**src/hdl/drt_pkg.sv**
```systemverilog
package drt_pkg;

  // Default table depth and the cap on results reported for one operation.
  localparam int MaxRanges = 16;
  localparam int MaxOut    = 16;
  localparam int ValW      = 64;
  localparam int EmitW     = $clog2(MaxOut + 1);

  typedef enum logic [1:0] {
    OP_FIND   = 2'd0,
    OP_INSERT = 2'd1,
    OP_CHOP   = 2'd2,
    OP_SPLIT  = 2'd3
  } op_e;

  typedef enum logic [2:0] {
    ST_OK      = 3'd0,
    ST_OVERLAP = 3'd1,
    ST_FULL    = 3'd2,
    ST_NONE    = 3'd3,
    ST_INVALID = 3'd4
  } status_e;

  typedef enum logic [2:0] {
    K_SUMMARY     = 3'd0,
    K_OVERLAP     = 3'd1,
    K_START_TRUNC = 3'd2,
    K_SPLIT       = 3'd3,
    K_REMOVED     = 3'd4,
    K_END_TRUNC   = 3'd5
  } kind_e;

  typedef enum logic [2:0] {
    S_IDLE      = 3'd0,
    S_CHECK     = 3'd1,
    S_DECIDE    = 3'd2,
    S_WORK      = 3'd3,
    S_SHIFT_IN  = 3'd4,
    S_SHIFT_OUT = 3'd5,
    S_SUMMARY   = 3'd6
  } state_e;

  // Command broadcast to every cell of the chain.
  typedef enum logic [1:0] {
    CMD_HOLD = 2'd0,
    CMD_ROT  = 2'd1,
    CMD_INS  = 2'd2,
    CMD_DEL  = 2'd3
  } cell_cmd_e;

  typedef struct packed {
    cell_cmd_e       cmd;
    logic [ValW-1:0] new_lo;
    logic [ValW-1:0] new_hi;
  } cell_ctrl_t;

endpackage

```
**src/hdl/drt_cell.sv**
```systemverilog
module drt_cell #(
  parameter int MAX_RANGES = drt_pkg::MaxRanges,
  parameter int IDX        = 0
) (
  input  logic                        clk_i,
  input  drt_pkg::cell_ctrl_t         ctrl_i,
  input  logic [$clog2(MAX_RANGES)-1:0] pos_i,
  input  logic [drt_pkg::ValW-1:0]    left_lo_i,
  input  logic [drt_pkg::ValW-1:0]    left_hi_i,
  input  logic [drt_pkg::ValW-1:0]    right_lo_i,
  input  logic [drt_pkg::ValW-1:0]    right_hi_i,
  output logic [drt_pkg::ValW-1:0]    lo_o,
  output logic [drt_pkg::ValW-1:0]    hi_o
);

  localparam int IW = $clog2(MAX_RANGES);
  localparam logic [IW-1:0] MyIdx = IW'(IDX);

  logic [drt_pkg::ValW-1:0] lo_q, lo_d;
  logic [drt_pkg::ValW-1:0] hi_q, hi_d;

  // Rotate toward the head, open a slot at pos, or close the slot at pos.
  always_comb begin
    lo_d = lo_q;
    hi_d = hi_q;
    case (ctrl_i.cmd)
      drt_pkg::CMD_ROT: begin
        lo_d = right_lo_i;
        hi_d = right_hi_i;
      end
      drt_pkg::CMD_INS: begin
        if (pos_i == MyIdx) begin
          lo_d = ctrl_i.new_lo;
          hi_d = ctrl_i.new_hi;
        end else if (pos_i < MyIdx) begin
          lo_d = left_lo_i;
          hi_d = left_hi_i;
        end
      end
      drt_pkg::CMD_DEL: begin
        if (pos_i <= MyIdx) begin
          lo_d = right_lo_i;
          hi_d = right_hi_i;
        end
      end
      default: begin
        lo_d = lo_q;
        hi_d = hi_q;
      end
    endcase
  end

  always_ff @(posedge clk_i) begin
    lo_q <= lo_d;
    hi_q <= hi_d;
  end

  assign lo_o = lo_q;
  assign hi_o = hi_q;

endmodule

```
**config.mk**
```make
export PLATFORM = sky130hd
export DESIGN_NAME = drt_cell
export DESIGN_NICKNAME = d
export VERILOG_FILES = /design/src/hdl/drt_pkg.sv /design/src/hdl/drt_cell.sv
export SDC_FILE = /design/constraint.sdc
export NUM_CORES = 1
export LEC_CHECK = 0
export BUFFER_PORTS_ARGS = -buffer_cell sky130_fd_sc_hd__buf_2
export CORE_AREA = 2 2 202 204
export CTS_BUF_LIST = sky130_fd_sc_hd__clkbuf_8
export CTS_CLUSTER_SIZE = 28
export DETAILED_ROUTE_END_ITERATION = 10
export DIE_AREA = 0 0 204 206
export PLACE_DENSITY = 0.47
export SETUP_SLACK_MARGIN = 0.15
export SKIP_LAST_GASP = 1
export SYNTH_ARGS = -nofsm -noshare
export SYNTH_HDL_FRONTEND = slang
export SYNTH_SLANG_ARGS = --single-unit
```
**constraint.sdc**
```tcl
create_clock -name clk_i -period 2.7 [get_ports clk_i]
set_input_delay 0.54 -clock clk_i [delete_from_list [all_inputs] [get_ports clk_i]]
set_output_delay 0.54 -clock clk_i [all_outputs]
set_load 0.01 [all_outputs]
```
# Word level (Yosys, flattened, before mapping)
# Index checks and enable logic that the tools add are counted.
[word_totals]
register_bits = 128
input_bits = 391
out_inout_bits = 128
wordCells = 20
[classes]
order_cmp = 2
eq_ne = 5
muxes = 8
reduce_logical = 3
[op_table]
columns = ["op", "n"]
rows = [
  ["64-bit 2-to-1 mux", 6],
  ["64-bit case mux with 3 select lines", 2],
  ["2-bit == test (second input constant)", 2],
  ["4-bit by 1-bit less-or-equal comparator with 1-bit output (second input constant)", 1],
  ["4-bit logical NOT", 1],
  ["4-bit by 1-bit < comparator with 1-bit output (second input constant)", 1],
  ["3-bit != test (second input constant)", 1],
  ["3-bit AND reduction", 1],
  ["3-bit nonzero test", 1],
  ["2-bit by 1-bit == test with 1-bit output (second input constant)", 1],
  ["2-bit != test (second input constant)", 1],
]

# Depth between registers and ports, before layout
[logic_depth]
word_depth = 4
ltp_mapped = 4
ltp_nobuf = 2

# Worst setup path after synthesis
# No wires, ideal clock.
[synth_timing]
path_kind = "input to register"
from = "input port pos_i[1]"
to = "register hi_q (netlist bit hi_o[0]) (enable)"
setup_time_ns = 0.434
arrival_ns = 2.469
required_ns = 2.266
setup_slack_ns = -0.203
path_stages = 2
n_path_buf = 0
cell_sequence = "nor4_1 mux2_2"
[synth_via]
elab_chain_cells = 3
elab_cells_between_ends = 6
classes_between = "order compare (2); eq/ne (2); reduce/logical (2)"
[synth_lines]
columns = ["element", "line", "source"]
rows = [
  ["start: declaration", "drt_cell.sv:7", "input logic [$clog2(MAX_RANGES)-1:0] pos_i,"],
  ["4-bit by 1-bit < comparator with 1-bit output, or another cell as far along", "drt_cell.sv:35", "end else if (pos_i < MyIdx) begin"],
  ["3-bit != test (no line) / 2-bit != test (equally long branches)", "-", ""],
  ["3-bit AND reduction (no line) (*)", "-", ""],
  ["end signal: assignment", "drt_cell.sv:55", "hi_q <= hi_d;"],
  ["end: declaration", "drt_cell.sv:20", "logic [drt_pkg::ValW-1:0] hi_q, hi_d;"],
]
# Mark *: on every way between the ends. The rest lies on a longest branch, timed or not.
# A chain may end at the register's enable or synchronous reset.

# Worst setup path after layout
[layout_timing]
from = "input port pos_i[1]"
to = "register lo_q (netlist bit lo_o[40]) (enable)"
[layout_via]
elab_chain_cells = 3
elab_cells_between_ends = 6
classes_between = "order compare (2); eq/ne (2); reduce/logical (2)"
[layout_lines]
columns = ["element", "line", "source"]
rows = [
  ["4-bit by 1-bit < comparator with 1-bit output, or another cell as far along", "drt_cell.sv:35", ""],
  ["3-bit != test (no line) / 2-bit != test (equally long branches)", "-", ""],
  ["3-bit AND reduction (no line) (*)", "-", ""],
  ["end signal: assignment", "drt_cell.sv:54", "lo_q <= lo_d;"],
  ["end: declaration", "drt_cell.sv:19", "logic [drt_pkg::ValW-1:0] lo_q, lo_d;"],
]
# Marked as above.

==> flow_summary.json <==
{
  "status": "complete, no violations",
  "multi_input_area_um2": 1490,
  "drt_wl_total_mm": 18.4,
  "clk_pin_slew_ns": 0.08,
  "first_global_vias": 3957,
  "cp_cell_sequence": "buf_2 > nor4_1 > mux2_8 > buf_12",
  "critPathMaxStageDelay_ns": 0.46,
  "fillCellCount": 4393,
  "wire_per_inst_um": 15.1,
  "rows": 74,
  "yosysUniqueCellTypes": 6,
  "min_path_type": "in2reg",
  "start_util_pct": 13.7,
  "cts_buffers": 17,
  "slew_viol_final": 0,
  "globalplace.congestion": 0.746,
  "cts_resized": 0,
  "drt-pass1-iter-count": 4,
  "syn_inst": 273,
  "timing.fmax_ghz": 0.613,
  "numPortBuffers": 390,
  "die-area_um2": 42000,
  "crit_fanout": 37,
  "p_leak_uw": 0.00348,
  "startpoint": "pos_i[1]",
  "clock_sinks": 128,
  "hpwl_mm": 14.7,
  "syn_area_um2": 5490,
  "period_share_pct": 60.4,
  "critical_path_class": "in2reg",
  "vias_per_cell": 3.25,
  "grt_setup_unrepaired": "no",
  "htreeDepth": 4,
  "die_height_um": 206,
  "slew_headroom_pct": 73.9,
  "ios": 519,
  "finalCriticalPeriod_ns": 1.63,
  "drt_iter0_drc": 92,
  "finalSetupViolCount": 0,
  "detail-route-antenna-nets": 0,
  "drive_above_1_share_pct": 80.8,
  "cts_tree": "done",
  "clk_path_buf_depth": 2,
  "yosysSeqAreaShare_pct": 70.0,
  "required_ns": 2.87,
  "finalHoldViolations": 0,
  "avgSynthCellArea_um2": 20.1,
  "tightest_slew_ns": 0.391,
  "tns_ns": 0,
  "grt_max_degree": 66,
  "critPathSlowestCell": "mux2_8",
  "cp-end-kind": "register",
  "synth_fp_nets": 664,
  "seq_area_um2": 3840,
  "endpoint": "lo_o[40]$_DFFE_PP_",
  "drc_errors": 0,
  "area_growth_pct": 53.6,
  "startpoint_type": "primary input",
  "ctsRootBufferMaster": "clkbuf_8",
  "synth_warnings": 0,
  "antenna_found_initial": 7,
  "grt_pass1_wl_mm": 24.5,
  "nets": 1066,
  "cap_violations": 0,
  "crit_arrival_ns": 1.80,
  "synth-seq-cells": 128,
  "num_vias": 3970,
  "post_cts_buffers": 0,
  "grt-ovfl-total": 0,
  "cts_hold_buf": 0,
  "p_total_uw": 4890,
  "powerDensity_nw_per_um2": 580,
  "core-area_um2": 40200,
  "die_w_um": 204,
  "gr-usage-all-layers_pct": 8.44,
  "irDropWorstVdd_v": 0.000283
}
## worst min-delay path by stage
stage	from	end	slack, ns	cells past startpoint
3_5_place_dp	right_hi_i[47]	hi_o[47]$_DFFE_PP_	0.84	2
3_3_place_gp	ctrl_i[99]	lo_o[35]$_DFFE_PP_	0.84	2
2_1_floorplan	right_hi_i[0]	hi_o[0]$_DFFE_PP_	0.76	1
6_report	ctrl_i[63]	hi_o[63]$_DFFE_PP_	0.36	2
4_1_cts	right_hi_i[48]	hi_o[48]$_DFFE_PP_	0.28	2
5_1_grt	right_lo_i[60]	lo_o[60]$_DFFE_PP_	0.28	2
## critical path, delay by kind of cell
kind          cells  cell delay [ns]
buf+inv           2             0.36
mux               1             0.46
simple gates      1             0.37
## power breakdown
part / internal (uW) / switching (uW) / total [uW]
sequential: 2400 / 38.1 / 2440
combinational: 396 / 364 / 761
clock: 888 / 809 / 1700
## through the flow
step,cell area [um2],util [%],hold WS [ns],worst slack (ns),cells
after floorplan,5500,-,0.760,0.489,273
after detailed placement,8050,20.0,0.845,0.537,1188
after CTS,8440,21.0,0.282,1.01,1219
after global routing,8440,21.0,0.283,1.02,1220
after global placement,8050,20.0,0.841,0.499,1188
final,8440,21.0,0.356,1.07,1221
## cell usage in the layout (no fill, tap or decap)
cell type / n
buf_2: 390
mux2_2: 128
edfxtp_1: 128
clkbuf_8: 17
clkinv_2: 5
buf_12: 4
bufinv_16: 3
buf_4: 3
diode_2: 2
clkinv_1: 2
clkinvlp_4: 2
nor2b_4: 1
nor4_1: 1
mux2_8: 1
clkinv_4: 1
inv_1: 1
## area by class of cell
class,instances,area share (%)
well taps,532,7.89
clock buffers,17,2.77
multi-input cells,131,17.6
clock inverters,14,1.78
flip-flops and latches,128,45.5
repair buffers,397,24.3
diodes,2,0.0593
## cells in the mapped netlist
master / instances / area (um2)
mux2_2: 129 / 1450
edfxtp_1: 128 / 3840
nor2b_4: 1 / 13.8
clkbuf_8: 8 / 110
nor4_1: 1 / 6.26
buf_6: 6 / 67.6
## routing by layer
layer  up-vias  part of all wire [%]  track usage [%]
li1       1882                     -                -
met5         -                  0.25                0
met1      1849                    40             9.70
met2       213                    49             13.5
met3        20                   9.3             3.69
met4         6                   1.3             3.88
## flip-flops by register name (all words and copies together) (netlist names)
register,flops
hi_o,64
lo_o,64
## cells by family after synthesis
logic type / count (synthesis) / synth area share (%)
muxes: 129 / 26.4
DFF: 128 / 70.0
buffers and inverters: 14 / 3.23
and+or+nand+nor: 2 / 0.364
Power figures use the tool's default switching activity.
