**src/hdl/drt_pkg.sv**
```systemverilog
package drt_pkg;

  // Default table depth and the cap on results reported for one operation.
  localparam int MaxRanges = 16;
  localparam int MaxOut    = 16;
  localparam int ValW      = 64;
  localparam int EmitW     = $clog2(MaxOut + 1);

  typedef enum logic [1:0] {
    OP_FIND   = 2'd0,
    OP_INSERT = 2'd1,
    OP_CHOP   = 2'd2,
    OP_SPLIT  = 2'd3
  } op_e;

  typedef enum logic [2:0] {
    ST_OK      = 3'd0,
    ST_OVERLAP = 3'd1,
    ST_FULL    = 3'd2,
    ST_NONE    = 3'd3,
    ST_INVALID = 3'd4
  } status_e;

  typedef enum logic [2:0] {
    K_SUMMARY     = 3'd0,
    K_OVERLAP     = 3'd1,
    K_START_TRUNC = 3'd2,
    K_SPLIT       = 3'd3,
    K_REMOVED     = 3'd4,
    K_END_TRUNC   = 3'd5
  } kind_e;

  typedef enum logic [2:0] {
    S_IDLE      = 3'd0,
    S_CHECK     = 3'd1,
    S_DECIDE    = 3'd2,
    S_WORK      = 3'd3,
    S_SHIFT_IN  = 3'd4,
    S_SHIFT_OUT = 3'd5,
    S_SUMMARY   = 3'd6
  } state_e;

  // Command broadcast to every cell of the chain.
  typedef enum logic [1:0] {
    CMD_HOLD = 2'd0,
    CMD_ROT  = 2'd1,
    CMD_INS  = 2'd2,
    CMD_DEL  = 2'd3
  } cell_cmd_e;

  typedef struct packed {
    cell_cmd_e       cmd;
    logic [ValW-1:0] new_lo;
    logic [ValW-1:0] new_hi;
  } cell_ctrl_t;

endpackage

```
**src/hdl/drt_ctrl.sv**
```systemverilog
module drt_ctrl #(
  parameter int MAX_RANGES = drt_pkg::MaxRanges
) (
  input  logic                          clk_i,
  input  logic                          rst_ni,
  // Request side
  input  logic                          in_valid_i,
  output logic                          in_ready_o,
  input  drt_pkg::op_e                  op_i,
  input  logic [drt_pkg::ValW-1:0]      qs_i,
  input  logic [drt_pkg::ValW-1:0]      qe_i,
  input  logic [drt_pkg::ValW-1:0]      cp_i,
  // Result side
  output logic                          out_valid_o,
  input  logic                          out_ready_i,
  output drt_pkg::status_e              out_status_o,
  output drt_pkg::kind_e                out_kind_o,
  output logic [drt_pkg::ValW-1:0]      out_lo_o,
  output logic [drt_pkg::ValW-1:0]      out_hi_o,
  output logic                          out_last_o,
  // Chain
  input  logic [drt_pkg::ValW-1:0]      head_lo_i,
  input  logic [drt_pkg::ValW-1:0]      head_hi_i,
  output drt_pkg::cell_ctrl_t           cell_ctrl_o,
  output logic [$clog2(MAX_RANGES)-1:0] pos_o,
  output logic [drt_pkg::ValW-1:0]      tail_lo_o,
  output logic [drt_pkg::ValW-1:0]      tail_hi_o
);

  localparam int IW   = $clog2(MAX_RANGES);
  localparam int CNTW = $clog2(MAX_RANGES + 1);
  localparam int TW   = $clog2(MAX_RANGES + 2);
  localparam int EW   = drt_pkg::EmitW;
  localparam int LW   = ((TW > EW) ? TW : EW) + 1;
  localparam logic [IW-1:0]   LastIdx = IW'(MAX_RANGES - 1);
  localparam logic [CNTW-1:0] FullCnt = CNTW'(MAX_RANGES);
  localparam int VW = drt_pkg::ValW;

  drt_pkg::state_e  state_q, state_d;
  drt_pkg::op_e     op_q, op_d;
  logic [VW-1:0]    qs_q, qs_d, qe_q, qe_d, cp_q, cp_d;
  logic [CNTW-1:0]  count_q, count_d;
  logic [IW-1:0]    t_q, t_d;
  logic             second_q, second_d;
  logic [EW-1:0]    emit_cnt_q, emit_cnt_d;
  logic [TW-1:0]    total_q, total_d;
  logic [CNTW-1:0]  n_ov_q, n_ov_d;
  logic [CNTW-1:0]  lt_cnt_q, lt_cnt_d;
  logic             cont_q, cont_d;
  logic [IW-1:0]    cont_idx_q, cont_idx_d;
  logic [VW-1:0]    cont_hi_q, cont_hi_d;
  logic [IW-1:0]    r0_q, r0_d;
  logic [CNTW-1:0]  k_q, k_d;
  logic [IW-1:0]    pos_q, pos_d;
  logic [VW-1:0]    new_lo_q, new_lo_d, new_hi_q, new_hi_d;
  drt_pkg::status_e sum_st_q, sum_st_d;

  logic             out_valid_q, out_valid_d;
  drt_pkg::status_e out_status_q, out_status_d;
  drt_pkg::kind_e   out_kind_q, out_kind_d;
  logic [VW-1:0]    out_lo_q, out_lo_d, out_hi_q, out_hi_d;
  logic             out_last_q, out_last_d;

  // Head entry classification against the current query.
  logic hv, ov, lt, cont_chop, cont_split;
  logic free, emit_now, two, show, blocked, step, is_last;
  drt_pkg::kind_e em_kind;
  logic [VW-1:0]  em_lo, em_hi;

  assign hv         = CNTW'(t_q) < count_q;
  assign ov         = (head_hi_i > qs_q) && (head_lo_i < qe_q);
  assign lt         = head_lo_i < qs_q;
  assign cont_chop  = lt && (head_hi_i > qe_q);
  assign cont_split = (head_lo_i < cp_q) && (cp_q < head_hi_i);
  assign free       = !out_valid_q || out_ready_i;
  assign is_last    = ((LW'(emit_cnt_q) + LW'(1)) == LW'(total_q)) ||
                      (emit_cnt_q == EW'(drt_pkg::MaxOut - 1));

  // Result of the head entry during the reporting pass.
  always_comb begin
    emit_now = 1'b0;
    two      = 1'b0;
    em_kind  = drt_pkg::K_OVERLAP;
    em_lo    = head_lo_i;
    em_hi    = head_hi_i;
    case (op_q)
      drt_pkg::OP_FIND: begin
        emit_now = hv && ov;
      end
      drt_pkg::OP_CHOP: begin
        emit_now = hv && ov;
        two      = cont_chop;
        if (cont_chop && second_q) begin
          em_kind = drt_pkg::K_SPLIT;
          em_lo   = qe_q;
        end else if (lt) begin
          em_kind = drt_pkg::K_START_TRUNC;
          em_hi   = qs_q;
        end else if (head_hi_i <= qe_q) begin
          em_kind = drt_pkg::K_REMOVED;
        end else begin
          em_kind = drt_pkg::K_END_TRUNC;
          em_lo   = qe_q;
        end
      end
      drt_pkg::OP_SPLIT: begin
        emit_now = hv && (t_q == cont_idx_q);
        two      = 1'b1;
        em_kind  = drt_pkg::K_SPLIT;
        if (second_q) begin
          em_lo = cp_q;
        end else begin
          em_hi = cp_q;
        end
      end
      default: begin
        emit_now = 1'b0;
      end
    endcase
    two = two && emit_now;
  end

  assign show    = emit_now && (emit_cnt_q < EW'(drt_pkg::MaxOut));
  assign blocked = show && !free;
  assign step    = !blocked && (!two || second_q);

  // Value written back into the tail cell while the ring rotates.
  always_comb begin
    tail_lo_o = head_lo_i;
    tail_hi_o = head_hi_i;
    if (state_q == drt_pkg::S_WORK && hv) begin
      if (op_q == drt_pkg::OP_CHOP && ov) begin
        if (lt) begin
          tail_hi_o = qs_q;
        end else if (head_hi_i > qe_q) begin
          tail_lo_o = qe_q;
        end
      end else if (op_q == drt_pkg::OP_SPLIT && t_q == cont_idx_q) begin
        tail_hi_o = cp_q;
      end
    end
  end

  // Next state, counters and output register.
  always_comb begin
    state_d      = state_q;
    op_d         = op_q;
    qs_d         = qs_q;
    qe_d         = qe_q;
    cp_d         = cp_q;
    count_d      = count_q;
    t_d          = t_q;
    second_d     = second_q;
    emit_cnt_d   = emit_cnt_q;
    total_d      = total_q;
    n_ov_d       = n_ov_q;
    lt_cnt_d     = lt_cnt_q;
    cont_d       = cont_q;
    cont_idx_d   = cont_idx_q;
    cont_hi_d    = cont_hi_q;
    r0_d         = r0_q;
    k_d          = k_q;
    pos_d        = pos_q;
    new_lo_d     = new_lo_q;
    new_hi_d     = new_hi_q;
    sum_st_d     = sum_st_q;
    out_valid_d  = out_valid_q && !out_ready_i;
    out_status_d = out_status_q;
    out_kind_d   = out_kind_q;
    out_lo_d     = out_lo_q;
    out_hi_d     = out_hi_q;
    out_last_d   = out_last_q;
    cell_ctrl_o  = '{cmd: drt_pkg::CMD_HOLD, new_lo: new_lo_q, new_hi: new_hi_q};
    pos_o        = pos_q;
    in_ready_o   = 1'b0;

    case (state_q)
      drt_pkg::S_IDLE: begin
        in_ready_o = 1'b1;
        if (in_valid_i) begin
          op_d       = op_i;
          qs_d       = qs_i;
          qe_d       = qe_i;
          cp_d       = cp_i;
          t_d        = '0;
          second_d   = 1'b0;
          emit_cnt_d = '0;
          n_ov_d     = '0;
          lt_cnt_d   = '0;
          cont_d     = 1'b0;
          k_d        = '0;
          if (op_i != drt_pkg::OP_SPLIT && qe_i <= qs_i) begin
            sum_st_d = drt_pkg::ST_INVALID;
            state_d  = drt_pkg::S_SUMMARY;
          end else begin
            state_d = drt_pkg::S_CHECK;
          end
        end
      end

      // First pass: count overlaps, find the insert slot and removed block.
      drt_pkg::S_CHECK: begin
        cell_ctrl_o.cmd = drt_pkg::CMD_ROT;
        if (hv) begin
          if (ov) begin
            n_ov_d = n_ov_q + 1'b1;
          end
          if (lt) begin
            lt_cnt_d = lt_cnt_q + 1'b1;
          end
          if ((op_q == drt_pkg::OP_CHOP && cont_chop) ||
              (op_q == drt_pkg::OP_SPLIT && cont_split)) begin
            cont_d     = 1'b1;
            cont_idx_d = t_q;
            cont_hi_d  = head_hi_i;
          end
          if (ov && !lt && head_hi_i <= qe_q) begin
            if (k_q == '0) begin
              r0_d = t_q;
            end
            k_d = k_q + 1'b1;
          end
        end
        if (t_q == LastIdx) begin
          t_d     = '0;
          state_d = drt_pkg::S_DECIDE;
        end else begin
          t_d = t_q + 1'b1;
        end
      end

      drt_pkg::S_DECIDE: begin
        pos_d    = IW'(cont_idx_q + 1'b1);
        new_hi_d = cont_hi_q;
        case (op_q)
          drt_pkg::OP_FIND: begin
            total_d = TW'(n_ov_q);
            if (n_ov_q == '0) begin
              sum_st_d = drt_pkg::ST_NONE;
              state_d  = drt_pkg::S_SUMMARY;
            end else begin
              state_d = drt_pkg::S_WORK;
            end
          end
          drt_pkg::OP_INSERT: begin
            pos_d    = lt_cnt_q[IW-1:0];
            new_lo_d = qs_q;
            new_hi_d = qe_q;
            state_d  = drt_pkg::S_SUMMARY;
            if (n_ov_q != '0) begin
              sum_st_d = drt_pkg::ST_OVERLAP;
            end else if (count_q == FullCnt) begin
              sum_st_d = drt_pkg::ST_FULL;
            end else begin
              sum_st_d = drt_pkg::ST_OK;
              state_d  = drt_pkg::S_SHIFT_IN;
            end
          end
          drt_pkg::OP_CHOP: begin
            new_lo_d = qe_q;
            total_d  = TW'(n_ov_q) + TW'(cont_q);
            if (n_ov_q == '0) begin
              sum_st_d = drt_pkg::ST_NONE;
              state_d  = drt_pkg::S_SUMMARY;
            end else if (cont_q && count_q == FullCnt) begin
              sum_st_d = drt_pkg::ST_FULL;
              state_d  = drt_pkg::S_SUMMARY;
            end else begin
              state_d = drt_pkg::S_WORK;
            end
          end
          default: begin
            new_lo_d = cp_q;
            total_d  = TW'(2);
            if (!cont_q) begin
              sum_st_d = drt_pkg::ST_NONE;
              state_d  = drt_pkg::S_SUMMARY;
            end else if (count_q == FullCnt) begin
              sum_st_d = drt_pkg::ST_FULL;
              state_d  = drt_pkg::S_SUMMARY;
            end else begin
              state_d = drt_pkg::S_WORK;
            end
          end
        endcase
      end

      // Second pass: report and trim entries as they pass the head.
      drt_pkg::S_WORK: begin
        if (show && free) begin
          out_valid_d  = 1'b1;
          out_status_d = drt_pkg::ST_OK;
          out_kind_d   = em_kind;
          out_lo_d     = em_lo;
          out_hi_d     = em_hi;
          out_last_d   = is_last;
          emit_cnt_d   = emit_cnt_q + 1'b1;
        end
        if (two && !blocked) begin
          second_d = !second_q;
        end
        if (step) begin
          cell_ctrl_o.cmd = drt_pkg::CMD_ROT;
          if (t_q == LastIdx) begin
            t_d = '0;
            if (op_q == drt_pkg::OP_SPLIT || (op_q == drt_pkg::OP_CHOP && cont_q)) begin
              state_d = drt_pkg::S_SHIFT_IN;
            end else if (op_q == drt_pkg::OP_CHOP && k_q != '0) begin
              state_d = drt_pkg::S_SHIFT_OUT;
            end else begin
              state_d = drt_pkg::S_IDLE;
            end
          end else begin
            t_d = t_q + 1'b1;
          end
        end
      end

      drt_pkg::S_SHIFT_IN: begin
        cell_ctrl_o.cmd = drt_pkg::CMD_INS;
        count_d         = count_q + 1'b1;
        state_d         = (op_q == drt_pkg::OP_INSERT) ? drt_pkg::S_SUMMARY : drt_pkg::S_IDLE;
      end

      // One removed entry closes up per cycle.
      drt_pkg::S_SHIFT_OUT: begin
        cell_ctrl_o.cmd = drt_pkg::CMD_DEL;
        pos_o           = r0_q;
        count_d         = count_q - 1'b1;
        k_d             = k_q - 1'b1;
        if (k_q == CNTW'(1)) begin
          state_d = drt_pkg::S_IDLE;
        end
      end

      drt_pkg::S_SUMMARY: begin
        if (free) begin
          out_valid_d  = 1'b1;
          out_status_d = sum_st_q;
          out_kind_d   = drt_pkg::K_SUMMARY;
          out_lo_d     = (sum_st_q == drt_pkg::ST_OK) ? qs_q : '0;
          out_hi_d     = (sum_st_q == drt_pkg::ST_OK) ? qe_q : '0;
          out_last_d   = 1'b1;
          state_d      = drt_pkg::S_IDLE;
        end
      end

      default: begin
        state_d = drt_pkg::S_IDLE;
      end
    endcase
  end

  // Control registers.
  always_ff @(posedge clk_i or negedge rst_ni) begin
    if (!rst_ni) begin
      state_q     <= drt_pkg::S_IDLE;
      count_q     <= '0;
      t_q         <= '0;
      second_q    <= 1'b0;
      emit_cnt_q  <= '0;
      k_q         <= '0;
      out_valid_q <= 1'b0;
    end else begin
      state_q     <= state_d;
      count_q     <= count_d;
      t_q         <= t_d;
      second_q    <= second_d;
      emit_cnt_q  <= emit_cnt_d;
      k_q         <= k_d;
      out_valid_q <= out_valid_d;
    end
  end

  // Operands and bookkeeping of the current operation.
  always_ff @(posedge clk_i) begin
    op_q         <= op_d;
    qs_q         <= qs_d;
    qe_q         <= qe_d;
    cp_q         <= cp_d;
    total_q      <= total_d;
    n_ov_q       <= n_ov_d;
    lt_cnt_q     <= lt_cnt_d;
    cont_q       <= cont_d;
    cont_idx_q   <= cont_idx_d;
    cont_hi_q    <= cont_hi_d;
    r0_q         <= r0_d;
    pos_q        <= pos_d;
    new_lo_q     <= new_lo_d;
    new_hi_q     <= new_hi_d;
    sum_st_q     <= sum_st_d;
    out_status_q <= out_status_d;
    out_kind_q   <= out_kind_d;
    out_lo_q     <= out_lo_d;
    out_hi_q     <= out_hi_d;
    out_last_q   <= out_last_d;
  end

  assign out_valid_o  = out_valid_q;
  assign out_status_o = out_status_q;
  assign out_kind_o   = out_kind_q;
  assign out_lo_o     = out_lo_q;
  assign out_hi_o     = out_hi_q;
  assign out_last_o   = out_last_q;

  // The table never holds more ranges than it has cells.
  assert property (@(posedge clk_i) disable iff (!rst_ni) count_q <= FullCnt)
    else $error("range count exceeds table depth");

  // No operation reports more results than the cap.
  assert property (@(posedge clk_i) disable iff (!rst_ni)
    emit_cnt_q <= EW'(drt_pkg::MaxOut))
    else $error("result cap exceeded");

  // An insertion into the chain only happens when a free cell exists.
  assert property (@(posedge clk_i) disable iff (!rst_ni)
    (state_q == drt_pkg::S_SHIFT_IN) |-> (count_q < FullCnt))
    else $error("insertion into a full table");

  // An accepted request always starts work.
  assert property (@(posedge clk_i) disable iff (!rst_ni)
    (in_valid_i && in_ready_o) |=> (state_q != drt_pkg::S_IDLE))
    else $error("accepted request was dropped");

endmodule

```
**config.mk**
```make
export PLATFORM = sky130hd
export DESIGN_NAME = drt_ctrl
export DESIGN_NICKNAME = d
export VERILOG_FILES = /design/src/hdl/drt_pkg.sv /design/src/hdl/drt_ctrl.sv
export SDC_FILE = /design/constraint.sdc
export NUM_CORES = 2
export LEC_CHECK = 0
export BUFFER_PORTS_ARGS = -buffer_cell sky130_fd_sc_hd__buf_2
export CAP_MARGIN = 15
export CORE_MARGIN = 2
export CORE_UTILIZATION = 35
export CTS_CLUSTER_SIZE = 8
export DETAILED_ROUTE_END_ITERATION = 6
export PLACE_DENSITY = 0.63
export REMOVE_ABC_BUFFERS = 1
export SLEW_MARGIN = 40
export SYNTH_ARGS = -nofsm -noshare
export SYNTH_HDL_FRONTEND = slang
export SYNTH_SLANG_ARGS = --single-unit
```
**constraint.sdc**
```tcl
create_clock -name clk_i -period 24.4 [get_ports clk_i]
set_clock_uncertainty 0.05 [all_clocks]
set_input_delay 3.66 -clock clk_i [delete_from_list [all_inputs] [get_ports clk_i]]
set_output_delay 3.66 -clock clk_i [all_outputs]
set_load 0.02 [all_outputs]
```
; ---- Word-level counts from Yosys, hierarchy flattened
; Index checks and enable logic that the tools add are counted.
[word_totals]
regBits = 576
word_cells = 251
[classes]
add_sub_neg = 11
n_eq_ne = 33
reduce_logical = 66
bitwise = 2
magnitude_cmp = 10
muxes = 102
[op_table]
columns = op, count
row1 = $mux 64, 21
row2 = $pmux 64 s2, 4
row3 = $lt 64x64->1, 4
row4 = $pmux 64 s3, 1
row5 = $gt 64x64->1, 2
row6 = $le 64x64->1, 2
row7 = $mux 3, 27
row8 = $mux 5, 8
row9 = $pmux 5 s2, 4
row10 = $pmux 5 s3, 2
row11 = $add 5x1->5 const B, 5
row12 = $logic_and 1x1->1, 24
row13 = $ne 2x2->1 const B, 12
row14 = $pmux 3 s2, 4
row15 = $pmux 3 s7, 1
row16 = $mux 4, 5
row17 = $reduce_and 4->1, 5
row18 = $pmux 3 s3, 2
row19 = $reduce_and 3->1, 5
row20 = $pmux 1 s2, 6
row21 = $pmux 4 s3, 1
row22 = $reduce_and 6->1, 2
row23 = $mux 1, 11
row24 = $logic_not 5->1, 2
row25 = other kinds (33), 64

; ---- Longest topological paths before layout
[logic_depth]
ltp_word = 10
ltp_mapped = 15

; ---- Worst setup path before layout
; No wires, ideal clock.
[synth_timing]
path_type = input to register
startpoint = input head_hi_i[14] (netlist bit)
endpoint = register out_hi_q[0], in the netlist out_hi_o[0] (enable)
cell_stages = 10
n_path_buf = 0
path_slack_ns = 12.621
t_arrival_ns = 11.098
path_cell_list = ha_1 nand4_1 nor4_1 a221oi_1 o2111a_1 o21ai_0 nand2_1 o32ai_2 a21oi_1 nor2_1
[synth_via]
elab_chain_len = 8
[synth_rtl]
columns = element, line
row1 = from (decl), drt_ctrl.sv:23  ; input logic [drt_pkg::ValW-1:0] head_hi_i,
row2 = $gt 64x64->1, drt_ctrl.sv:71  ; assign ov = (head_hi_i > qs_q) && (head_lo_i < qe_q);
row3 = $logic_and 1x1->1, drt_ctrl.sv:71
row4 = $logic_and 1x1->1, "drt_ctrl.sv:88, drt_ctrl.sv:91"
row5 = $pmux 1 s2, drt_ctrl.sv:86  ; case (op_q)
row6 = $logic_and 1x1->1, drt_ctrl.sv:123  ; assign show = emit_now && (emit_cnt_q < EW'(drt_pkg::MaxOut));
row7 = $logic_and 1x1->1, drt_ctrl.sv:290  ; if (show && free) begin
row8 = $ne 2x1->1 (no line), --
row9 = $reduce_and 3->1 (no line), --
row10 = to (signal assigned), drt_ctrl.sv:395  ; out_hi_q <= out_hi_d;
row11 = to (decl), drt_ctrl.sv:61  ; logic [VW-1:0] out_lo_q, out_lo_d, out_hi_q, out_hi_d;
; Every way passes these cells.
; A chain may end at the register's enable or synchronous reset.

; ---- Worst setup path in the final report
[layout_timing]
startpoint = input head_hi_i[23] (netlist bit)
endpoint = output tail_lo_o[40] (netlist bit)
[layout_via]
elab_chain_len = 5
elab_cells_between_ends = 8
[layout_rtl]
columns = element, line
row1 = "$gt 64x64->1, on equally long branches", "drt_ctrl.sv:135, drt_ctrl.sv:71"
row2 = $mux 64 or $logic_and 1x1->1 (tied branches), "drt_ctrl.sv:135, drt_ctrl.sv:71"
row3 = $mux 64 or $logic_and 1x1->1 (tied branches), "drt_ctrl.sv:133, drt_ctrl.sv:132"
row4 = $mux 64 *, drt_ctrl.sv:132  ; if (op_q == drt_pkg::OP_CHOP && ov) begin
row5 = $mux 64 *, drt_ctrl.sv:131  ; if (state_q == drt_pkg::S_WORK && hv) begin
row6 = to (decl), drt_ctrl.sv:26  ; output logic [drt_pkg::ValW-1:0] tail_lo_o,
; Every way passes the cells marked *; elsewhere a longest branch is shown, timed or not.

==> impl_metrics.env <==
export IMPL_preCtsSetupSlack_ns=11.36
export IMPL_placedCellCount=5771
export IMPL_synth_xor_area_frac=0.00474
export IMPL_setup_viol=0
export IMPL_synth_top_family_by_area="compound AO/OA/AOI/OAI gates"
export IMPL_synth_area_per_cell_um2=10.5
export IMPL_hold_viol=0
export IMPL_synthFlopType="edfxtp_1"
export IMPL_ant_nets=0
export IMPL_totalWireLength_um=170000
export IMPL_cp_arrival_ns=9.32
export IMPL_die_area_um2=113000
export IMPL_cp_required_ns=20.69
export IMPL_syn2layout_area_growth_pct=20.8
export IMPL_finalCritPeriodShare=0.534
export IMPL_finalSetupTns_ns=0
export IMPL_cts_root_buf="clkbuf_16"
export IMPL_globalRouteTotalUtil=0.291
export IMPL_cts_sinks=575
export IMPL_fillCellCount=10700
export IMPL_synth_yosys_seq_area_share=0.442
export IMPL_rsz0062_at_grt="false"
export IMPL_tightest_slew_ns=0.928
export IMPL_finalMaxSlewViolations=0
export IMPL_synth_common_cells="551 x edfxtp_1, 467 x ha_1, 359 x inv_1, 296 x a21oi_1, 263 x nor2_1"
export IMPL_irDropWorstVdd_mv=0.0582
export IMPL_synth_largest_area_cell="edfxtp_1"
export IMPL_clock_fmax_mhz=76.7
export IMPL_async_flop_share=0.0417
export IMPL_cts_post_setup_buffers_inserted=0
export IMPL_total_power_w=0.00431
export IMPL_die_y_um=337
export IMPL_cts_hold_buffers_added=0
export IMPL_status="finished, violations left"
export IMPL_first_pass_iters=7
export IMPL_crit_type="primary input to output port"
export IMPL_fin_crit_ns=13.03
export IMPL_slew_headroom=0.366
export IMPL_start_kind="primary input"
export IMPL_final_cells=5910
export IMPL_pin_count=725
export IMPL_synth_compound_area_share=0.177
export IMPL_cts_resized=0
export IMPL_place_congestion=0.920
export IMPL_antenna_found_initial=17
export IMPL_yosysWarnings=0
export IMPL_grt_pass1_vias=33400
export IMPL_end_kind="output port"
export IMPL_synth_distinct_cells=78
export IMPL_drt_initial_drc_count=4121
export IMPL_synth_area_top_cells="edfxtp_1 43%, ha_1 15%, mux2_2 6.5%"
export IMPL_wire_per_inst_um=28.7
export IMPL_synthCells=3689
export IMPL_synth_edf_count=551
export IMPL_cts_tree="built"
export IMPL_floorplan_initialDensity=0.352
export IMPL_p_per_area_nw_per_um2=92.1
export IMPL_gr_total_overflow=0
export IMPL_clk_latency_ns=0.66
export IMPL_numCtsBuffers=84
export IMPL_grt_max_degree=93
export IMPL_synth_most_common_cell="edfxtp_1"
export IMPL_multi_input_comb_area_um2=19800
export IMPL_synth_top_cell_area_share=0.427
export IMPL_drv_cap=0
export IMPL_drc=5
export IMPL_die_w_um=337
export IMPL_nNetsFinal=5165
export IMPL_ys_seq_elements=575
export IMPL_htree_levels=3
export IMPL_cp_max_fo=39
export IMPL_violations="DRC"
export IMPL_yosys_area_share_adder=0.151
export IMPL_cts_path_max_buffers=3
export IMPL_final_layout_size_suffix_gt1_frac=0.260
export IMPL_synth_area_um2=38800
export IMPL_seqCellArea_um2=17100
export IMPL_fp_row_count=122
export IMPL_fp_coreArea_um2=110000
export IMPL_grt_pass1_wl_um=239000
export IMPL_dr_total_vias=34900
export IMPL_clkTransAtPathRegs_ns=0.05
export IMPL_synth_simple_gate_area_frac=0.0925
export IMPL_muxShareOfSynthArea=0.0776
export IMPL_dp_hpwl_um=126000
export IMPL_setup_ws_ns=11.37
export IMPL_hold_class="flop to flop"
export IMPL_viasPerCell=5.90
export IMPL_p_leak_nw=20.0
export IMPL_io_buffer_count=724
-- sequential cells by signal, summed over array words and instances, names as in the netlist, 64 cells and up --
signal	count
qs_q	64
out_hi_o	64
new_hi_q	64
qe_q	64
cp_q	64
out_lo_o	64
new_lo_q	64
cont_hi_q	64
-- per-stage QoR --
| stage | hold slack (ns) | util | area [um2] |
|---|---|---|---|
| after floorplan | 0.422 | - | 38000 |
| final | 0.468 | 0.425 | 46800 |
| after CTS | 0.467 | 0.424 | 46800 |
| after detailed placement | 0.455 | 0.403 | 44400 |
| after global routing | 0.490 | 0.425 | 46800 |
| after global placement | 0.446 | 0.399 | 44000 |
-- layout by cell type (no fill, tap or decap), types with 84 or more instances in the layout --
cell type    n
edfxtp_1   551
nand3_1    113
buf_2      725
nor2_1     257
clkbuf_16   84
inv_1      357
a21o_1      85
a21oi_1    294
a22oi_1    130
mux2_2     224
ha_1       464
o21ai_0    190
nand2_1    193
-- layout make-up --
cell class,count,area share
Inverter,359,0.0290
Clock inverter,12,0.00382
Antenna cell,12,0.000641
Multi-Input combinational cell,2570,0.422
Timing Repair Buffer,781,0.0914
Tap cell,1488,0.0397
Clock buffer,113,0.0472
Sequential cell,575,0.366
-- worst max-delay path, stage by stage --
cell and delay, ns:
buf_2 0.19, ha_1 0.34, nand4_1 0.21, nor3_1 0.39, nand2b_1 0.29, a211o_1 0.35, o2111a_1 0.20, o21ai_0 0.55
nand3_4 0.53, buf_4 0.60, nor2_4 0.64, buf_4 0.62, mux2_2 0.42, buf_2 0.16
-- routing by layer --
metal  vias to the layer above  GRT usage  wire [um]
met5                         -          0         54
met4                         8      0.131       7680
met3                       375     0.0488      15000
met2                      2098      0.463      77700
met1                     17000      0.387      69400
li1                      15400          -          -
-- logic make-up (layout without fill, tap and decap cells) --
family / Yosys count / after routing
AO/OA/AOI/OAI: 1038 / 1038
XOR/XNOR: 21 / 21
adder cells (fa/ha/maj): 468 / 468
buffers and inverters: 544 / 1265
flip-flops: 575 / 575
multiplexers: 268 / 268
other: 0 / 12
AND/OR/NAND/NOR: 775 / 775
-- path summary, 6_finish.rpt --
kind / start / end / slack (ns) / cells past startpoint
min: count_q[4] / count_q[4] / 0.47 / 1
max reg2reg: state_q[0] / cont_hi_q[52] / 18.65 / 10
max: head_hi_i[23] / tail_lo_o[40] / 11.37 / 14
max in group asynchronous: rst_ni / k_q[4] / 20.84 / 1
min in group asynchronous: rst_ni / emit_cnt_q[0] / 2.99 / 1
min reg2reg: count_q[4] / count_q[4] / 0.47 / 1
-- report_power, final --
part           switching [W]  total [W]  internal (W)  leakage (nW)
combinational        0.00113    0.00165      0.000524          13.5
sequential          0.000168    0.00155       0.00138          5.38
clock               0.000465    0.00111      0.000649          1.15
No activity file was read; power rests on OpenSTA's default activity.
